<file path="src/hdl/cbsb_pkg.sv">
// ----------------------------------------------------------------------------
// cbsb_pkg
// Shared constants, register indexes and controller/datapath link types of the
// circular brush smoothing block.
// ----------------------------------------------------------------------------
package cbsb_pkg;

  // default values of the top-level parameters
  localparam int SMOOTH_RADIUS_DEF    = 2;
  localparam int SMOOTH_MAX_DEF       = 100;
  localparam int MAX_BRUSH_RADIUS_DEF = 64;

  // fixed field widths
  localparam int H_W   = 16;
  localparam int MAT_W = 7;
  localparam int CFG_W = 7;
  localparam int IDX_W = 1;

  // register indexes
  localparam logic [IDX_W-1:0] REG_BRUSH_RADIUS    = 1'd0;
  localparam logic [IDX_W-1:0] REG_SMOOTH_STRENGTH = 1'd1;

  // register reset values
  localparam logic [CFG_W-1:0] RADIUS_RESET   = 7'd8;
  localparam logic [CFG_W-1:0] STRENGTH_RESET = 7'd50;

  // read step counter width, covers up to 2*7+1 reads per item
  localparam int K_W = 4;

  // commands from the controller to the datapath
  typedef struct packed {
    logic           in_ready;
    logic           accept;
    logic           rd;
    logic [K_W-1:0] k;
    logic           win;
    logic           mul1;
    logic           mul2;
    logic           mul3;
    logic           div_step;
    logic           load;
  } cmd_t;

  // status from the datapath to the controller
  typedef struct packed {
    logic in_valid;
    logic produce;
    logic blend;
    logic div_done;
    logic out_free;
  } status_t;

endpackage

</file>
<file path="src/hdl/cbsb_ctrl.sv">
// ----------------------------------------------------------------------------
// cbsb_ctrl
// Sequencer: line store reads, window update, blend products, divider steps
// and result hand-off for one item at a time.
// ----------------------------------------------------------------------------
module cbsb_ctrl
  import cbsb_pkg::*;
#(
  parameter int SMOOTH_RADIUS = SMOOTH_RADIUS_DEF
) (
  input  logic    clk_i,
  input  logic    rst_ni,
  input  status_t status_i,
  output cmd_t    cmd_o
);

  localparam int LINES = 2 * SMOOTH_RADIUS;

  typedef enum logic [3:0] {
    ST_IDLE, ST_RD, ST_ACC, ST_WIN, ST_MUL1, ST_MUL2, ST_MUL3, ST_DIV, ST_OUT
  } state_e;

  state_e         state_q, state_d;
  logic [K_W-1:0] k_q, k_d;

  // next state
  always_comb begin
    state_d = state_q;
    k_d     = k_q;
    unique case (state_q)
      ST_IDLE: begin
        if (status_i.in_valid) begin
          state_d = ST_RD;
          k_d     = K_W'(1);
        end
      end
      ST_RD: begin
        if (k_q == K_W'(LINES + 1)) state_d = ST_ACC;
        else k_d = k_q + K_W'(1);
      end
      ST_ACC:  state_d = ST_WIN;
      ST_WIN:  state_d = status_i.produce ? ST_MUL1 : ST_IDLE;
      ST_MUL1: state_d = ST_MUL2;
      ST_MUL2: state_d = ST_MUL3;
      ST_MUL3: state_d = status_i.blend ? ST_DIV : ST_OUT;
      ST_DIV: begin
        if (status_i.div_done) state_d = ST_OUT;
      end
      ST_OUT: begin
        if (status_i.out_free) state_d = ST_IDLE;
      end
      default: state_d = ST_IDLE;
    endcase
  end

  // state register
  always_ff @(posedge clk_i or negedge rst_ni) begin
    if (!rst_ni) begin
      state_q <= ST_IDLE;
      k_q     <= '0;
    end else begin
      state_q <= state_d;
      k_q     <= k_d;
    end
  end

  // commands
  always_comb begin
    cmd_o          = '0;
    cmd_o.in_ready = (state_q == ST_IDLE);
    cmd_o.accept   = (state_q == ST_IDLE) && status_i.in_valid;
    cmd_o.rd       = (state_q == ST_RD);
    cmd_o.k        = k_q;
    cmd_o.win      = (state_q == ST_WIN);
    cmd_o.mul1     = (state_q == ST_MUL1);
    cmd_o.mul2     = (state_q == ST_MUL2);
    cmd_o.mul3     = (state_q == ST_MUL3);
    cmd_o.div_step = (state_q == ST_DIV) && !status_i.div_done;
    cmd_o.load     = (state_q == ST_OUT) && status_i.out_free;
  end

endmodule

</file>
<file path="config.mk">
export PLATFORM = sky130hd
export DESIGN_NAME = cbsb_ctrl
export DESIGN_NICKNAME = d
export VERILOG_FILES = /design/src/hdl/cbsb_pkg.sv /design/src/hdl/cbsb_ctrl.sv
export SDC_FILE = /design/constraint.sdc
export NUM_CORES = 1
export LEC_CHECK = 0
export ABC_AREA = 1
export BUFFER_PORTS_ARGS = -buffer_cell sky130_fd_sc_hd__buf_2
export CAP_MARGIN = 20
export CORE_AREA = 2 2 39 41
export DETAILED_ROUTE_END_ITERATION = 16
export DIE_AREA = 0 0 41 43
export PLACE_DENSITY_LB_ADDON = 0.1
export SYNTH_ARGS = -nofsm -noshare
export SYNTH_HDL_FRONTEND = slang
export SYNTH_SLANG_ARGS = --single-unit
</file>
<file path="constraint.sdc">
create_clock -name clk_i -period 3 [get_ports clk_i]
set_input_delay 0.45 -clock clk_i [delete_from_list [all_inputs] [get_ports clk_i]]
set_output_delay 0.45 -clock clk_i [all_outputs]
set_load 0.01 [all_outputs]
</file>
==> parameters.txt, run 1 <==
Parameter                              Value

Run status
  Status ... completed

Power and ir drop
  Leak ... 0.430 nW
  Pwr dens ... 919 nW/um2
  VDD IR max ... 0.425 mV

Synth
  Top FF cell, synth ... dfrtp_1
  Synth Register Bits ... 8
  Yosys warning count ... 0
  Total nets after synthesis ... 91
  Post-synth EDFFs ... 0
  Summed instance area of the synthesized netlist ... 586 um2
  Proportion of synthesized chip area in sequential cells ... 34.2%
  Average cell area after synthesis ... 7.14 um2
  Synth Instances ... 82
  Share of async-settable or async-resettable flops after synthesis ... 100%
  Number of distinct standard cells referenced by the synthesized netlist ... 23

Floorplanning
  Die Span X ... 41 um
  Site row count ... 14
  Initial standard-cell utilization of the core ... 42.3%
  Die area ... 1760 um2
  Core Area ... 1380 um2
  Die span in y ... 43 um
  # IOs ... 20

Worst setup path
  CP top delay family ... flip-flops
  Crit-path slowest cell ... dfrtp_1
  Critical Path Max Stage Delay ... 0.49 ns
  CP startpoint kind ... flip-flop
  Worst-path cell chain ... inv_2 -> nand2_2 -> nor2_2 -> nand2_2 -> inv_1 -> buf_2
  Most numerous cell on the critical path ... nand2_2
  Arr. time, crit path ... 1.31 ns
  Setup crit end kind ... output port
  Max FO, Critical Path ... 8
  Worst path required time ... 2.55 ns
  Buf+Inv Stages, Crit Path ... 3
  Type of the setup path with the least slack ... reg2out

Route
  Antenna violation net count after detailed routing ... 0
  Aggregate routed wire length ... 1210 um
  Total number of vias ... 568
  DRC viols ... 0
  Number of iterations in the first detailed-routing pass ... 3
  Routed len/inst ... 10.2 um
  Via count normalized by instance count ... 4.77
  DRC marker count from the first detailed-route iteration ... 4

Clock network
  Clock slew at reported path FFs ... 0.06 ns
  Number of levels in the clock H-tree ... 1
  Hold_buf cts ... 0
  Clock root buffer ... clkbuf_4
  Worst-case clock buffer depth ... 2
  Insertion delay to the later sink of the worst-skew pair ... 0.26 ns
  Resized Gates After CTS ... 0
  TritonCTS Buffers ... 3
  Post-CTS setup buffer count ... 0
  Clock tree from TritonCTS ... built
  Number of sinks handled by clock tree synthesis ... 8

Cells and area
  Nets@finish ... 114
  Number of filler cells placed in the layout ... 143
  Final std cell area, no fill ... 712 um2
  Share of the core filled with cells ... 51.4%
  Fraction of layout instances using a drive strength above 1 ... 34.0%
  Highest-count cells in the layout ignoring fill and taps ... nand2_1 (21), buf_2 (19), inv_1 (11)
  Most common cell after layout, fill and taps aside ... nand2_1
  Area growth syn-to-layout ... 21.6%
  Number of antenna repair diodes ... 0

Placed design
  Routability Congestion ... 0.782
  Half-perimeter wire length after detailed placement ... 986 um
  Count of buffers from port buffering ... 19
  Instance area at placement ... 689 um2

Timing
  FMAX ... 570 MHz
  Clock Skew ... 0.00640 ns
  Slew @ Worst Pin ... 0.333 ns
  Sum of negative setup slack ... 0 ns
  Worst relative slew slack ... 77.8%
  Setup repair after global routing missed its margin ... false
  Number of slew-limit violations in the final report ... 0
  Final period utilization ... 58.5%
  Final setup violation count ... 0
  Final critical-path required period ... 1.76 ns
  Hold Fails Final Rpt ... 0

GRT
  M1 GR Usage ... 26.8%
  Number of antenna violations at the first check in global routing ... 0
  Met3 GRT Util ... 9.42%
  First-pass GRT wire length ... 2170 um
  Met2 Track Usage GR ... 22.8%
  Congestion Overflow GR ... 0
  Via count of the first global-routing pass ... 515
  Most used routing layer ... met1
  Pin count of the biggest net entering global routing ... 9
  Overall track demand over capacity in global routing ... 18.7%

Min path
  Path category of the worst min-delay check ... in2async

Run
  Max-Cap Viols ... 0
registers in the layout, indices dropped and copies added (netlist names):
signal,count
state_q,4
k_q,4
logic make-up after synthesis:
group / Yosys count / share of synthesized area, %
buffers and inverters: 15 / 10.9
xor gates and xnor gates: 1 / 1.50
adders and majority gates: 2 / 4.27
DFF: 8 / 34.2
AOI/OAI and AO/OA: 5 / 6.20
and+or+nand+nor: 51 / 43.0
where the power goes:
| group | total (W) | internal (W) | switching (W) |
|---|---|---|---|
| registers | 0.000194 | 0.000144 | 0.0000503 |
| clock network | 0.0000832 | 0.0000458 | 0.0000374 |
| logic | 0.000377 | 0.000139 | 0.000238 |
layer usage:
layer | wire, um | up-vias | part of all wire (%)
met3 | 69 | 5 | 5.7
met1 | 616 | 246 | 51
met2 | 501 | 10 | 41
li1 | - | 307 | -
met4 | 22 | 0 | 1.8
met5 | 0 | - | 0
layout make-up:
cell class / instances / area [um2] / share of cell area [%]
Clock buffer: 3 / 22.5 / 3.16
Timing Repair Buffer: 19 / 95.1 / 13.4
Tap cell: 16 / 20.0 / 2.81
Sequential cell: 8 / 200 / 28.1
Inverter: 14 / 52.6 / 7.38
Multi-Input combinational cell: 59 / 322 / 45.2
stage by stage:
stage | power [W] | cells | setup WS, ns | hold WS, ns
after floorplan | 0.000483 | 82 | 1.59 | 0.154
after global placement | 0.000579 | 116 | 1.51 | 0.304
after detailed placement | 0.000577 | 116 | 1.52 | 0.306
after CTS | 0.000663 | 119 | 1.23 | 0.0279
after global routing | 0.000732 | 119 | 1.14 | 0.0301
final | 0.000655 | 119 | 1.24 | 0.0237
worst paths after layout:
kind | cells after the start | to | from | slack [ns]
setup reg to reg | 8 | state_q[3] | k_q[1] | 1.72
setup / recovery | 6 | cmd_o[11] | state_q[1] | 1.24
hold / removal | 1 | k_q[2] | rst_ni | 0.02
max in group asynchronous | 1 | state_q[2] | rst_ni | 2.80
min in group clk_i | 3 | state_q[2] | status_i[3] | 0.46
hold reg to reg | 2 | k_q[3] | k_q[3] | 0.56
cells in the mapped netlist (2+ instances only):
cell | instances | area [um2]
nand3_2 | 2 | 20.0
nand3_1 | 6 | 30.0
inv_2 | 3 | 11.3
nor2_1 | 10 | 37.5
inv_1 | 11 | 41.3
ha_1 | 2 | 25.0
nor3_1 | 2 | 10.0
nand2_1 | 21 | 78.8
dfrtp_1 | 8 | 200
nand2_2 | 4 | 25.0
Power figures use the tool's default switching activity.
==> run 2: changes to the inputs <==
--- a/config.mk
+++ b/config.mk
@@ -5,7 +5,7 @@
 export SDC_FILE = /design/constraint.sdc
 export NUM_CORES = 1
 export LEC_CHECK = 0
-export ABC_AREA = 1
+export ABC_AREA = 0
 export BUFFER_PORTS_ARGS = -buffer_cell sky130_fd_sc_hd__buf_2
 export CAP_MARGIN = 20
 export CORE_AREA = 2 2 39 41
==> constraint.sdc (replaced) <==
create_clock -name clk_i -period 1.67 [get_ports clk_i]
set_input_delay 0.2505 -clock clk_i [delete_from_list [all_inputs] [get_ports clk_i]]
set_output_delay 0.2505 -clock clk_i [all_outputs]
set_load 0.01 [all_outputs]
==> run 2 against run 1 <==
  * Cell count decreased by 10%
  * Critical path depth decreased by 2
  * Via count decreased by 4.6%
  * Clock skew decreased by 0.0061 ns
  * Core utilization increased by 4.9 points
  * Synthesized cell count decreased by 24%
  * Non-clock buffer count increased by 13
  * Sequential power increased by 97%
  * Combinational power increased by 130%
  * Total power increased by 110%
  * Final area increased by 9.5%
==> parameters.txt, run 2 <==
Parameter                              Value

Timing
  Worst-case hold slack ... 0.201 ns
  Setup repair after global routing missed its margin ... true
  Hold Fails Final Rpt ... 0
  Fin worst setup slack ... 0.0323 ns
  Number of slew-limit violations in the final report ... 0
  FMAX ... 611 MHz
  Final critical-path required period ... 1.64 ns
  Final setup violation count ... 0
  Final period utilization ... 98.1%
  Clock Skew ... 0.000334 ns
  Worst relative slew slack ... 82.2%
  Slew @ Worst Pin ... 0.264 ns

Clock network
  Insertion delay to the later sink of the worst-skew pair ... 0.25 ns
  Clock slew at reported path FFs ... 0.05 ns
  Clock root buffer ... clkbuf_4
  TritonCTS Buffers ... 3
  Number of sinks handled by clock tree synthesis ... 8
  Clock tree from TritonCTS ... built
  Number of levels in the clock H-tree ... 1
  Worst-case clock buffer depth ... 2

Floorplanning
  Site row count ... 14
  Core Area ... 1380 um2
  # IOs ... 20
  Die Span X ... 41 um
  Die span in y ... 43 um
  Initial standard-cell utilization of the core ... 40.1%
  Die area ... 1760 um2

Synth
  Post-synth EDFFs ... 0
  Simple-gate portion of the synthesized area ... 31.6%
  Synth Instances ... 62
  Average cell area after synthesis ... 8.94 um2
  Cell types occupying the most area after synthesis ... dfrtp_1 (36%), ha_1 (4.5%), nor3_1 (4.5%)
  Summed instance area of the synthesized netlist ... 554 um2
  Commonest cells in the netlist ... dfrtp_1 (8), nor2_1 (5), nor3_1 (5)
  Yosys warning count ... 0
  Synthesized-area fraction occupied by adder cells ... 4.51%
  Proportion of synthesized chip area in sequential cells ... 36.1%
  Synthesized-area fraction occupied by ao, oa, aoi and oai cells ... 13.3%
  Total nets after synthesis ... 71
  Fraction of synthesized cell area taken by the top area cell type ... 36.1%
  Number of distinct standard cells referenced by the synthesized netlist ... 31
  Mux share of post-synthesis cell area ... 1.81%
  Share of async-settable or async-resettable flops after synthesis ... 100%
  Most used standard cell by instance count after synthesis ... dfrtp_1
  Main combinational cell family by area after synthesis ... simple AND/OR/NAND/NOR gates
  Top FF cell, synth ... dfrtp_1
  Synth Register Bits ... 8
  Cell type contributing the most total cell area after synthesis ... dfrtp_1
  Xor-xnor portion of the synthesized cell area ... 1.58%

Placed design
  Half-perimeter wire length after detailed placement ... 1060 um
  Worst setup slack before clock tree synthesis ... 0.184 ns
  Count of buffers from port buffering ... 19
  Number of placed cells counting well taps ... 100
  Routability Congestion ... 0.748
  Instance area at placement ... 691 um2

Worst setup path
  Worst-path cell chain ... nand2b_4 -> or3_4 -> inv_2 -> buf_6
  Worst R2R Setup Slack ... 0.19 ns
  Crit-path slowest cell ... dfrtp_2
  Critical Path Max Stage Delay ... 0.43 ns
  Number of cells on the worst reg-to-reg path ... 6
  R2R Path End ... k_q[1]
  Arr. time, crit path ... 1.39 ns
  Worst path required time ... 1.42 ns
  Type of the setup path with the least slack ... reg2out
  Setup crit end kind ... output port
  CP startpoint kind ... flip-flop
  Launching point of the worst reg2reg path ... state_q[3]
  Max FO, Critical Path ... 4

GRT
  Via count of the first global-routing pass ... 534
  Congestion Overflow GR ... 0
  Pin count of the biggest net entering global routing ... 9
  Number of antenna violations at the first check in global routing ... 0
  First-pass GRT wire length ... 2190 um
  Overall track demand over capacity in global routing ... 18.6%

Min path
  Worst Hold Launch ... status_i[0]
  Path category of the worst min-delay check ... in2reg
  Number of cells on the worst hold path ... 2
  Endpoint of the worst hold path ... state_q[3]

Power and ir drop
  Switching pwr ... 0.000578 W
  Pwr dens ... 1770 nW/um2
  Leak ... 0.397 nW
  Design internal power ... 0.000801 W
  VDD IR max ... 0.691 mV
  Share of total power in the clock network ... 10.5%
  Proportion of total power due to net switching ... 41.9%
  Part of the power in combinational logic ... 61.8%
  Part of the total power dissipated in sequential elements ... 27.7%

Route
  Total number of vias ... 542
  DRC marker count from the first detailed-route iteration ... 8
  Antenna violation net count after detailed routing ... 0
  DRC viols ... 0
  Number of iterations in the first detailed-routing pass ... 4
  Aggregate routed wire length ... 1350 um
  Via count normalized by instance count ... 5.07
  Routed len/inst ... 12.6 um

Cells and area
  Area growth syn-to-layout ... 40.6%
  Fraction of layout instances using a drive strength above 1 ... 48.4%
  Highest-count cells in the layout ignoring fill and taps ... buf_2 (18), buf_4 (11), dfrtp_1 (6)
  Nets@finish ... 102
  Top Registers ... k_q x4, state_q x4
  Final std cell area, no fill ... 779 um2
  Count of non-filler cells in the finished layout ... 107
  Most common cell after layout, fill and taps aside ... buf_2
  Number of antenna repair diodes ... 0

Run
  Max-Cap Viols ... 0

Run status
  Status ... completed
## run 2: cell types whose count changed in the layout (fill, tap and decap cells not counted), moves of 3 or more
cell     before  now
nand2_1      21    2
buf_4         0   11
inv_1        11    3
nand3_1       6    1
nor2_1       10    5
a21oi_1       0    3
nor3_1        2    5
## run 2: worst max path at each step
stage | startpoint | to | slack, ns
4_1_cts | state_q[3] | cmd_o[1] | 0.02
2_1_floorplan | state_q[1] | k_q[2] | 0.09
3_5_place_dp | state_q[3] | cmd_o[1] | 0.18
3_3_place_gp | state_q[3] | cmd_o[1] | 0.19
6_report | state_q[3] | cmd_o[1] | 0.03
5_1_grt | state_q[3] | cmd_o[1] | -0.03
## run 2: logic make-up (layout without fill, tap and decap cells)
group           Yosys count  after routing
simple gates             29             29
compound gates           11             11
buf+inv                  10             39
flops                     8              8
fa+ha+maj                 2              2
xor+xnor                  1              1
mux                       1              1
## run 2: worst max-delay path: cells and delay by family, from the launching register on
| kind | cells | cell delay (ns) |
|---|---|---|
| DFF | 1 | 0.43 |
| buffers and inverters | 2 | 0.16 |
| and+or+nand+nor | 2 | 0.54 |
## run 2: power groups by stage
stage	sequential, W	combinational, W	clock, W
floorplan	0.000348	0.000532	0
global placement	0.000365	0.000777	0
detailed placement	0.000370	0.000779	0
CTS	0.000372	0.000845	0.000153
global route	0.000391	0.000952	0.000167
finish	0.000383	0.000852	0.000144
## run 2: stage by stage
| stage | setup TNS, ns | power, W | utilization [%] |
|---|---|---|---|
| finish | 0 | 0.00138 | 56.3 |
| global route | -0.0439 | 0.00151 | 56.3 |
| CTS | 0 | 0.00137 | 55.2 |
| detailed placement | 0 | 0.00115 | 49.9 |
| global placement | 0 | 0.00114 | 49.9 |
| floorplan | 0 | 0.000880 | - |
## run 2: metal layers
metal / up-vias / global-route usage [%] / wire length [um]
li1: 272 / - / -
met5: - / 0 / 0
met2: 18 / 32.8 / 745
met4: 0 / 10.0 / 19
met3: 2 / 1.57 / 62
met1: 250 / 20.2 / 523
## run 2: area by class of cell
class,count,area (um2)
fill,138,604
multi-input combinational,44,314
timing repair buffer,32,205
sequential,8,203
clock buffer,3,22.5
tap,16,20.0
inverter,4,15.0
## run 2: repair_timing
| item | CTS | global route |
|---|---|---|
| setup endpoints to repair | 1 | 2 |
| buffers inserted | 3 | 0 |
| endpoints found under the hold margin | 8 | 0 |
| hold buffers | 1 | 0 |
| cloned | 0 | 0 |
| resized for setup | 5 | 4 |
==> run 3: changes to the inputs <==
==> constraint.sdc (replaced) <==
create_clock -name clk_i -period 1.6 [get_ports clk_i]
set_input_delay 0.24 -clock clk_i [delete_from_list [all_inputs] [get_ports clk_i]]
set_output_delay 0.24 -clock clk_i [all_outputs]
set_load 0.01 [all_outputs]
==> run 3 against run 2 <==
  * The flow now finishes with violations (negative setup slack)
  * Final area rose by 6.1%
  * Clock power rose by 9%
  * Sequential power rose by 8.4%
  * Clock-buffer cell count did not move
  * Critical path type unchanged
  * Critical endpoint unchanged
  * Largest cell class unchanged
==> parameters.txt, run 3 (synthesized netlist as in run 2, its figures left out) <==
Parameter                              Value

Run status
  Status ... finished, violations left
  Violated checks ... negative setup slack

Clock network
  TritonCTS Buffers ... 3
  Number of sinks handled by clock tree synthesis ... 8
  Number of levels in the clock H-tree ... 1
  Worst-case clock buffer depth ... 2
  Clock root buffer ... clkbuf_4
  Insertion delay to the later sink of the worst-skew pair ... 0.26 ns
  Clock slew at reported path FFs ... 0.05 ns
  Clock tree from TritonCTS ... built

Floorplanning
  Die span in y ... 43 um
  Core Area ... 1380 um2
  Die area ... 1760 um2
  Initial standard-cell utilization of the core ... 40.1%
  Site row count ... 14
  Die Span X ... 41 um
  # IOs ... 20

Route
  Routed len/inst ... 12.0 um
  DRC viols ... 0
  Total number of vias ... 544
  Antenna violation net count after detailed routing ... 0
  Number of iterations in the first detailed-routing pass ... 4
  DRC marker count from the first detailed-route iteration ... 20
  Aggregate routed wire length ... 1330 um
  Via count normalized by instance count ... 4.95

Cells and area
  Highest-count cells in the layout ignoring fill and taps ... buf_2 (17), buf_4 (14), nor3_1 (5), nor2_1 (5)
  Top Registers ... k_q x4, state_q x4
  Final std cell area, no fill ... 827 um2
  Area of the multi-input gates ... 330 um2
  Register area ... 205 um2
  Most common cell after layout, fill and taps aside ... buf_2
  Share of the core filled with cells ... 59.8%
  Number of filler cells placed in the layout ... 128
  Number of antenna repair diodes ... 0
  Fraction of layout instances using a drive strength above 1 ... 54.3%
  Nets@finish ... 105
  Area growth syn-to-layout ... 49.2%

Timing
  Hold Fails Final Rpt ... 0
  Number of slew-limit violations in the final report ... 0
  Slew @ Worst Pin ... 0.275 ns
  Clock Skew ... 0.00683 ns
  Final critical-path required period ... 1.61 ns
  Final setup violation count ... 1
  Final period utilization ... 101%
  Setup repair after global routing missed its margin ... true
  Worst relative slew slack ... 81.5%
  FMAX ... 622 MHz
  Fin worst setup slack ... -0.00873 ns

Min path
  Path category of the worst min-delay check ... in2reg

Power and ir drop
  VDD IR max ... 0.831 mV
  Leak ... 0.416 nW
  Pwr dens ... 1830 nW/um2

Placed design
  Routability Congestion ... 0.770
  Count of buffers from port buffering ... 19
  Instance area at placement ... 698 um2
  Half-perimeter wire length after detailed placement ... 1030 um

GRT
  Via count of the first global-routing pass ... 515
  Pin count of the biggest net entering global routing ... 9
  Overall track demand over capacity in global routing ... 18.5%
  Congestion Overflow GR ... 0
  First-pass GRT wire length ... 2110 um
  Number of antenna violations at the first check in global routing ... 0

Worst setup path
  Max FO, Critical Path ... 3
  Type of the setup path with the least slack ... reg2out
  Worst path required time ... 1.36 ns
  Arr. time, crit path ... 1.37 ns
  Setup crit end kind ... output port
  CP startpoint kind ... flip-flop

Run
  Max-Cap Viols ... 0
## run 3: layer usage
layer	GRT usage [%]	part of all wire (%)	vias up
li1	-	-	279
met1	17.9	40	243
met2	31.6	52	18
met3	6.28	5.0	4
met4	10.0	2.5	0
met5	0	0	-
## run 3: cell type report
cell class / instances / area share (%)
sequential: 8 / 24.8
multi-input combinational: 44 / 39.9
timing repair buffer: 35 / 28.3
clock buffer: 3 / 2.72
inverter: 4 / 1.82
tap: 16 / 2.42
## run 3: where the power goes
part / internal (W) / switching (W) / total [W]
clock network: 0.0000860 / 0.0000712 / 0.000157
logic: 0.000505 / 0.000434 / 0.000940
registers: 0.000293 / 0.000121 / 0.000415
total: 0.000885 / 0.000627 / 0.00151
## run 3: path summary, 6_finish.rpt
| path | from | to | slack (ns) | depth (start not counted) |
|---|---|---|---|---|
| setup / recovery | state_q[3] | cmd_o[1] | -0.009 | 4 |
| min in group asynchronous | rst_ni | k_q[2] | 0.34 | 2 |
| max in group asynchronous | rst_ni | state_q[3] | 1.07 | 2 |
| setup reg to reg | state_q[3] | state_q[0] | 0.17 | 6 |
| hold reg to reg | k_q[2] | k_q[2] | 0.52 | 1 |
| hold / removal | status_i[0] | state_q[3] | 0.18 | 2 |
## run 3: worst max-delay path: stages, from the launching register on
cell	delay, ns
dfrtp_2	0.42
nand2b_4	0.15
or3_4	0.38
inv_2	0.07
buf_6	0.09
## run 3: stage by stage
| stage | TNS [ns] | total power, W | hold slack, ns | setup slack (ns) | std cells |
|---|---|---|---|---|---|
| floorplan | 0 | 0.000919 | -0.0556 | 0.0183 | 62 |
| global placement | 0 | 0.00121 | 0.0917 | 0.0995 | 101 |
| detailed placement | 0 | 0.00121 | 0.0900 | 0.0956 | 101 |
| CTS | -0.00962 | 0.00146 | 0.166 | -0.00796 | 107 |
| global route | -0.0443 | 0.00165 | 0.173 | -0.0428 | 110 |
| finish | -0.00873 | 0.00151 | 0.177 | -0.00873 | 110 |
## run 3: what timing repair did
action / CTS / global route
endpoints found under the hold margin: 8 / 0
buffers inserted: 3 / 3
gates resized for setup: 14 / 2
hold buffers: 1 / 0
pin swaps: 0 / 2
setup endpoints to repair: 2 / 4
